--- src/rsi_pkg.sv ---
package rsi_pkg;

   // Default configuration of the datapath
   localparam int COORD_WIDTH_DEF = 24;
   localparam int FRAC_BITS_DEF   = 12;

   // Fixed field widths of the request and response
   localparam int FIELD_W  = 24;
   localparam int RADIUS_W = 23;
   localparam int DIST_W   = 32;

   // Distance clamp limits
   localparam logic [DIST_W-1:0] DIST_MAX = {1'b0, {(DIST_W-1){1'b1}}};
   localparam logic [DIST_W-1:0] DIST_MIN = {1'b1, {(DIST_W-1){1'b0}}};

   typedef struct packed {
      logic signed [FIELD_W-1:0] eye_x;
      logic signed [FIELD_W-1:0] eye_y;
      logic signed [FIELD_W-1:0] eye_z;
      logic signed [FIELD_W-1:0] dir_x;
      logic signed [FIELD_W-1:0] dir_y;
      logic signed [FIELD_W-1:0] dir_z;
      logic [RADIUS_W-1:0]       sphere_radius;
   } rsi_req_type;

   typedef struct packed {
      logic                     hit;
      logic signed [DIST_W-1:0] distance;
      logic                     zero_direction;
      logic                     saturated;
   } rsi_rsp_type;

   // Per-request flags that ride along the pipeline
   typedef struct packed {
      logic zero_dir;
      logic miss;
   } rsi_ctrl_type;

   // Distance reported for a miss: -1.0 in the output format
   function automatic logic [DIST_W-1:0] neg_one(input int frac);
      return DIST_W'(-(64'sd1 <<< frac));
   endfunction

endpackage

--- src/rsi_pick.sv ---
module rsi_pick #(
   parameter int QW        = 2 * rsi_pkg::COORD_WIDTH_DEF + 2 + rsi_pkg::FRAC_BITS_DEF,
   parameter int FRAC_BITS = rsi_pkg::FRAC_BITS_DEF
) (
   input  logic                  clock,
   input  logic                  reset,
   input  logic                  adv,
   input  logic                  in_valid,
   input  rsi_pkg::rsi_ctrl_type in_ctrl,
   input  logic [QW-1:0]         in_q_lo,
   input  logic                  in_neg_lo,
   input  logic [QW-1:0]         in_q_hi,
   input  logic                  in_neg_hi,
   output logic                  rsp_valid,
   output rsi_pkg::rsi_rsp_type  rsp_data
);
   import rsi_pkg::*;

   localparam logic [DIST_W-1:0] NEG_ONE = neg_one(FRAC_BITS);

   logic                rsp_valid_ff;
   rsi_rsp_type         rsp_ff, rsp_in;
   logic [DIST_W:0]     lo_c, hi_c, pick_c;
   logic                lo_pos;

   // Sign the quotient and clamp it to the distance range; top bit flags a clamp
   function automatic logic [DIST_W:0] clamp(input logic [QW-1:0] q, input logic neg);
      logic over_pos, over_neg;
      logic [DIST_W-1:0] low;
      over_pos = q[QW-1:DIST_W-1] != '0;
      over_neg = over_pos && !((q[QW-1:DIST_W-1] == (QW-DIST_W+1)'(1))
                               && (q[DIST_W-2:0] == '0));
      low = q[DIST_W-1:0];
      if (!neg) begin
         return over_pos ? {1'b1, DIST_MAX} : {1'b0, low};
      end else begin
         return over_neg ? {1'b1, DIST_MIN} : {1'b0, -low};
      end
   endfunction

   // Choose the nearer root when it lies ahead, else the farther one
   always_comb begin
      lo_c   = clamp(in_q_lo, in_neg_lo);
      hi_c   = clamp(in_q_hi, in_neg_hi);
      lo_pos = !in_neg_lo && (in_q_lo != '0);
      pick_c = lo_pos ? lo_c : hi_c;
      priority if (in_ctrl.zero_dir) begin
         rsp_in.hit            = 1'b0;
         rsp_in.distance       = NEG_ONE;
         rsp_in.zero_direction = 1'b1;
         rsp_in.saturated      = 1'b0;
      end else if (in_ctrl.miss) begin
         rsp_in.hit            = 1'b0;
         rsp_in.distance       = NEG_ONE;
         rsp_in.zero_direction = 1'b0;
         rsp_in.saturated      = 1'b0;
      end else begin
         rsp_in.hit            = 1'b1;
         rsp_in.distance       = pick_c[DIST_W-1:0];
         rsp_in.zero_direction = 1'b0;
         rsp_in.saturated      = pick_c[DIST_W];
      end
   end

   // Hold the response until it is taken
   always_ff @(posedge clock) begin
      if (reset) begin
         rsp_valid_ff <= 1'b0;
      end else if (adv) begin
         rsp_valid_ff <= in_valid;
      end
   end

   always_ff @(posedge clock) begin
      if (adv) begin
         rsp_ff <= rsp_in;
      end
   end

   assign rsp_valid = rsp_valid_ff;
   assign rsp_data  = rsp_ff;

endmodule

--- config.mk ---
export PLATFORM = sky130hd
export DESIGN_NAME = rsi_pick
export DESIGN_NICKNAME = d
export VERILOG_FILES = /design/src/rsi_pkg.sv /design/src/rsi_pick.sv
export SDC_FILE = /design/constraint.sdc
export NUM_CORES = 1
export LEC_CHECK = 0
export BUFFER_PORTS_ARGS = -buffer_cell sky130_fd_sc_hd__clkbuf_2
export CAP_MARGIN = 10
export CORE_MARGIN = 2
export CORE_UTILIZATION = 30
export DETAILED_ROUTE_END_ITERATION = 8
export GPL_TIMING_DRIVEN = 0
export PLACE_DENSITY = 0.59
export REMOVE_ABC_BUFFERS = 1
export SLEW_MARGIN = 20
export SYNTH_ARGS = -nofsm -noshare
export SYNTH_HDL_FRONTEND = slang
export SYNTH_SLANG_ARGS = --single-unit
export TNS_END_PERCENT = 5
--- constraint.sdc ---
create_clock -name clock -period 3.1 [get_ports clock]
set_input_delay 0.62 -clock clock [delete_from_list [all_inputs] [get_ports clock]]
set_output_delay 0.62 -clock clock [all_outputs]
set_load 0.02 [all_outputs]
==> flow_summary.json, run 1 <==
{
  "min_period_over_period_pct": 93.0,
  "synthToLayoutAreaGrowth_pct": 36.0,
  "grt_overflow": 0,
  "gr-usage-all-layers_pct": 19.4,
  "dr.first_iter.drc_count": 214,
  "fin_util_pct": 42.4,
  "grt_setup_unrepaired": "false",
  "die_x_um": 105,
  "synth_edf_count": 35,
  "ys_seq_area_share_pct": 35.0,
  "max_stage_delay_ns": 0.73,
  "first_pass_iters": 4,
  "synth-main-ff-cell": "edfxtp_1",
  "relSlewSlack_pct": 38.8,
  "hold_slack_ns": 0.482,
  "worstSetupEndpointType": "flop",
  "swShare_pct": 32.1,
  "wire_per_inst_um": 17.0,
  "clock_latency_ns": 0.28,
  "finalSetupTns_ns": 0,
  "via_per_inst": 5.51,
  "fin_nets": 638,
  "post_dp_cell_area_mm2": 0.00404,
  "cts_buffers": 5,
  "syn_area_mm2": 0.00306,
  "internal_power_mw": 0.864,
  "h-tree-depth": 2,
  "cts_tree": "built",
  "grt_pass1_wl_mm": 17.3,
  "cts_hold_buffers": 0,
  "crit_fanout": 46,
  "grt_max_degree": 47,
  "finClkSkew_ns": 0,
  "hold_viol": 0,
  "r2r_slack_ns": 2.52,
  "maxCapViolations": 0,
  "reg2reg_to": "rsp_valid$_SDFFE_PP0P_",
  "path_cells": "buf_2, clkinvlp_4, o21ai_2, o221ai_1",
  "grt_pass1_vias": 3397,
  "async_flop_share_pct": 0,
  "required_ns": 3.10,
  "fin_area_mm2": 0.00416,
  "p_leak_nw": 1.63,
  "hold_path_class": "input pin to flop",
  "start_kind": "input pin",
  "synth_cell_type_count": 68,
  "seqPwrFrac_pct": 45.8,
  "cts.sinks": 36,
  "peakVddDrop_uv": 143,
  "cts.clk_slew.worst_paths_ns": 0.08,
  "period_minus_slack_ns": 2.88,
  "drive_above_1_share_pct": 43.0,
  "rows": 36,
  "wirelength_mm": 10.8,
  "syn_area_per_cell_um2": 8.87,
  "slew_viol_final": 0,
  "ys_ff_latch": 36,
  "worstRegToRegCells": 2,
  "fin_ws_ns": 0.216,
  "clockPowerShare_pct": 26.9,
  "worst_pin_slew_ns": 0.919,
  "switchingPower_mw": 0.409,
  "yosysWarnings": 0,
  "critPathSlowestCell": "o21ai_2",
  "rr_startpoint": "rsp_valid$_SDFFE_PP0P_",
  "place_congestion": 0.882,
  "arrival_ns": 2.88,
  "core-area_mm2": 0.00982,
  "min_from": "reset",
  "dpl_worst_slack_ns": -0.310,
  "final_common_cell": "clkbuf_2",
  "path_class": "input pin to flop",
  "p_per_area_mw_per_mm2": 306,
  "diodes": 0,
  "antenna_found_initial": 0,
  "vias": 3516,
  "synth_cells": 345,
  "io_buffers": 167,
  "io_pins": 168,
  "hold_end": "rsp_valid$_SDFFE_PP0P_",
  "outcome": "complete, no violations",
  "drc": 0,
  "initial_core_util_pct": 31.2,
  "dp_hpwl_mm": 8.58,
  "final_cell_mix": "clkbuf_2, edfxtp_1, nor2_1",
  "worstHoldPathCells": 2,
  "drtAntennaViolNets": 0,
  "ctsRootBufferMaster": "clkbuf_8",
  "die_h_um": 105,
  "power_frac_comb_pct": 27.3,
  "die_area_mm2": 0.0110,
  "finalSetupViolCount": 0,
  "timing.fmax_ghz": 0.347,
  "clock_path_buffers": 2
}
power groups by stage:
stage / sequential, mW / clock (mW) / combinational [mW]
after floorplan: 0.641 / 0 / 0.0938
after global placement: 0.594 / 0 / 0.331
after detailed placement: 0.595 / 0 / 0.343
after CTS: 0.583 / 0.349 / 0.345
after global routing: 0.587 / 0.360 / 0.378
final: 0.583 / 0.343 / 0.348
logic make-up after synthesis:
kind of cell	count (synthesis)	synth area share, %
AND/OR/NAND/NOR	148	29.1
AO/OA/AOI/OAI	127	29.6
flip-flops	36	35.0
buffers and inverters	29	4.66
XOR/XNOR	2	0.572
adder cells (fa/ha/maj)	2	0.818
multiplexers	1	0.327
layer usage:
metal	GRT usage [%]	wire [µm]	vias to the layer above
li1	-	-	1718
met1	26.0	4700	1625
met2	32.7	5170	159
met3	2.62	791	14
met4	5.24	181	0
met5	0	0	-
what timing repair did:
item,4_1_cts,5_1_grt
setup endpoints to repair,1,27
pin swaps,1,1
setup buffers,0,1
resized for setup,0,7
cell type report:
class	instances	area, µm²
repair buffers	173	906
inverters	8	33.8
well taps	133	166
multi-input cells	280	1900
clock buffers	5	68.8
clock inverters	3	18.8
flip-flops and latches	36	1070
fillers	1026	5660
cells in the mapped netlist (2+ instances only):
cell type	number	area share, %
a21o_1	4	0.98
or3b_1	2	0.57
o211ai_1	5	1.2
o21ai_0	25	4.1
nor3_1	19	3.1
o311ai_1	3	0.86
o21ai_1	10	1.6
nand3_1	4	0.65
or4_1	4	0.98
nand4_1	7	1.4
o221ai_2	7	3.4
nand2b_1	2	0.41
edfxtp_1	35	34
nor4_1	22	4.5
nor4_2	4	1.6
o2111ai_1	4	1.1
or3_1	9	1.8
a21oi_1	22	3.6
inv_1	7	0.86
buf_2	6	0.98
nor4_4	2	1.4
nor2_1	34	4.2
o21bai_1	3	0.74
ha_1	2	0.82
clkbuf_1	10	1.2
o221ai_1	3	0.86
o22ai_1	5	1.0
a31oi_1	16	3.3
nand2_1	24	2.9
nor3_2	2	0.65
a211oi_1	3	0.74
o311ai_0	2	0.57
buf_6	3	1.1
stage by stage:
stage | cells | total power, mW
5_1_grt | 638 | 1.33
4_1_cts | 637 | 1.28
2_1_floorplan | 324 | 0.735
3_3_place_gp | 624 | 0.924
3_5_place_dp | 629 | 0.938
6_report | 638 | 1.27
worst max-delay path: cells and delay by family:
kind,cells,cell delay (ns)
AO/OA/AOI/OAI,2,1.00
buffers and inverters,2,1.24
worst max path at each step:
stage,end,depth (start not counted),slack (ns),start
final,rsp_data[26]$_SDFFCE_PP1P_,4,0.22,in_neg_hi
after global routing,rsp_data[26]$_SDFFCE_PP1P_,4,0.1,in_neg_hi
after CTS,rsp_data[26]$_SDFFCE_PP1P_,4,0.03,in_neg_hi
after detailed placement,rsp_data[21]$_SDFFCE_PP1P_,10,-0.31,in_q_lo[0]
after global placement,rsp_data[26]$_SDFFCE_PP1P_,8,-1.83,in_q_lo[0]
after floorplan,rsp_data[21]$_SDFFCE_PP1P_,8,-0.39,in_q_lo[0]
flip-flops by register name, summed over array words and instances (netlist names):
name and flops:
rsp_valid 1, rsp_data 35
(Power assumes the default switching activity.)
==> inputs of run 2 (changes only) <==
--- a/config.mk
+++ b/config.mk
@@ -7,11 +7,13 @@
 export LEC_CHECK = 0
 export BUFFER_PORTS_ARGS = -buffer_cell sky130_fd_sc_hd__clkbuf_2
 export CAP_MARGIN = 10
+export CELL_PAD_IN_SITES_DETAIL_PLACEMENT = 1
+export CELL_PAD_IN_SITES_GLOBAL_PLACEMENT = 2
 export CORE_MARGIN = 2
-export CORE_UTILIZATION = 30
+export CORE_UTILIZATION = 25
 export DETAILED_ROUTE_END_ITERATION = 8
 export GPL_TIMING_DRIVEN = 0
-export PLACE_DENSITY = 0.59
+export PLACE_DENSITY = 0.83
 export REMOVE_ABC_BUFFERS = 1
 export SLEW_MARGIN = 20
 export SYNTH_ARGS = -nofsm -noshare
==> flow_summary.json, run 2 (synthesis results as in run 1) <==
{
  "maxCapViolations": 0,
  "fin_util_pct": 35.5,
  "r2r_slack_ns": 2.49,
  "hold_slack_ns": 0.499,
  "cts.clk_slew.worst_paths_ns": 0.05,
  "synthToLayoutAreaGrowth_pct": 38.7,
  "final_cell_mix": "clkbuf_2, edfxtp_1, nor2_1",
  "first_pass_iters": 4,
  "clock_path_buffers": 2,
  "h-tree-depth": 2,
  "multi_input_area_mm2": 0.00191,
  "wire_per_inst_um": 18.7,
  "rows": 40,
  "total_power_mw": 1.43,
  "clockPowerShare_pct": 34.4,
  "place_congestion": 0.832,
  "io_buffers": 167,
  "dr.first_iter.drc_count": 216,
  "slew_viol_final": 0,
  "place_inst": 643,
  "outcome": "complete, no violations",
  "p_leak_nw": 1.66,
  "fin_ws_ns": 0.190,
  "crit_fanout": 46,
  "grt_overflow": 0,
  "via_per_inst": 5.50,
  "dpl_worst_slack_ns": -0.628,
  "timing.fmax_ghz": 0.344,
  "fin_cells": 653,
  "dp_hpwl_mm": 9.74,
  "fin_area_mm2": 0.00424,
  "required_ns": 3.08,
  "die_x_um": 115,
  "peakVddDrop_uv": 178,
  "cts_buffers": 5,
  "io_pins": 168,
  "worst_pin_slew_ns": 1.03,
  "antenna_found_initial": 0,
  "hold_viol": 0,
  "finClkSkew_ns": 0,
  "cts_tree": "built",
  "grt_max_degree": 47,
  "vias": 3592,
  "clock_latency_ns": 0.28,
  "start_kind": "input pin",
  "critPathTopFamily": "buffers and inverters",
  "arrival_ns": 2.89,
  "internal_power_mw": 1.01,
  "ctsRootBufferMaster": "clkbuf_16",
  "die_area_mm2": 0.0131,
  "top_layer": "met4",
  "routed-wl-met2_mm": 5.97,
  "p_per_area_mw_per_mm2": 337,
  "grt_setup_unrepaired": "false",
  "regArea_mm2": 0.00107,
  "path_class": "input pin to flop",
  "relSlewSlack_pct": 31.5,
  "post_dp_cell_area_mm2": 0.00405,
  "wl_met1_mm": 5.26,
  "wl_met3_um": 795,
  "seqPwrFrac_pct": 40.9,
  "cts.sinks": 36,
  "initial_core_util_pct": 25.6,
  "grt_pass1_wl_mm": 19.0,
  "core-area_mm2": 0.0120,
  "worstSetupEndpointType": "flop",
  "critPathSlowestCell": "clkbuf_2",
  "fillerInstances": 1441,
  "die_h_um": 115,
  "finalSetupViolCount": 0,
  "min_period_over_period_pct": 93.9,
  "grt_pass1_vias": 3662,
  "cts_hold_buffers": 0,
  "max_stage_delay_ns": 0.75,
  "switchingPower_mw": 0.424,
  "period_minus_slack_ns": 2.91,
  "critPathBufInv": 2,
  "gr-usage-all-layers_pct": 18.5,
  "drc": 0,
  "drive_above_1_share_pct": 42.3,
  "final_common_cell": "clkbuf_2",
  "finalSetupTns_ns": 0,
  "diodes": 0,
  "path_cells": "clkbuf_2, clkinvlp_4, o21ai_4, o211ai_1",
  "swShare_pct": 29.7,
  "power_frac_comb_pct": 24.7,
  "drtAntennaViolNets": 0,
  "hold_path_class": "input pin to flop",
  "fin_nets": 639,
  "wirelength_mm": 12.2,
  "largest_reg_flops": 35
}
-- run 2: changes by cell type in the layout (fill, tap and decap cells not counted), sizes merged --
cell | before | now
clkbuf | 171 | 174
clkinv | 3 | 1
-- run 2: final cells by class --
class                      count  share of cell area, %
tap                          147                   4.33
clock inverter                 1                 0.0884
sequential                    36                   25.2
clock buffer                   7                   3.12
inverter                       8                  0.796
multi-input combinational    280                   45.0
timing repair buffer         174                   21.5
-- run 2: routing by layer --
metal	GRT usage [%]	vias up
met3	3.12	15
met2	32.5	138
met5	0	-
met4	6.02	0
met1	22.9	1722
li1	-	1717
-- run 2: final timing paths --
check | startpoint | endpoint | cells after the start
worst max-delay path | in_neg_hi | rsp_data[16]$_SDFFCE_PP1P_ | 4
worst min-delay path | reset | rsp_valid$_SDFFE_PP0P_ | 2
worst max register to register | rsp_valid$_SDFFE_PP0P_ | rsp_valid$_SDFFE_PP0P_ | 2
worst min register to register | rsp_valid$_SDFFE_PP0P_ | rsp_valid$_SDFFE_PP0P_ | 2
-- run 2: timing repair --
action | 4_1_cts | 5_1_grt
setup buffers | 2 | 0
gates resized for setup | 2 | 5
endpoints found under the setup margin | 24 | 13
pin swaps | 1 | 0
-- run 2: worst register-to-register path, stage by stage (launching register included) --
cell and delay, ns:
dfxtp_1 0.31, mux2i_1 0.12, nor2_1 0.06
-- run 2: power groups by stage --
stage	Combinational (mW)	Clock, mW	Sequential, mW
5_1_grt	0.384	0.522	0.589
3_3_place_gp	0.333	0	0.594
3_5_place_dp	0.350	0	0.596
2_1_floorplan	0.0938	0	0.641
6_report	0.354	0.492	0.585
4_1_cts	0.354	0.502	0.586
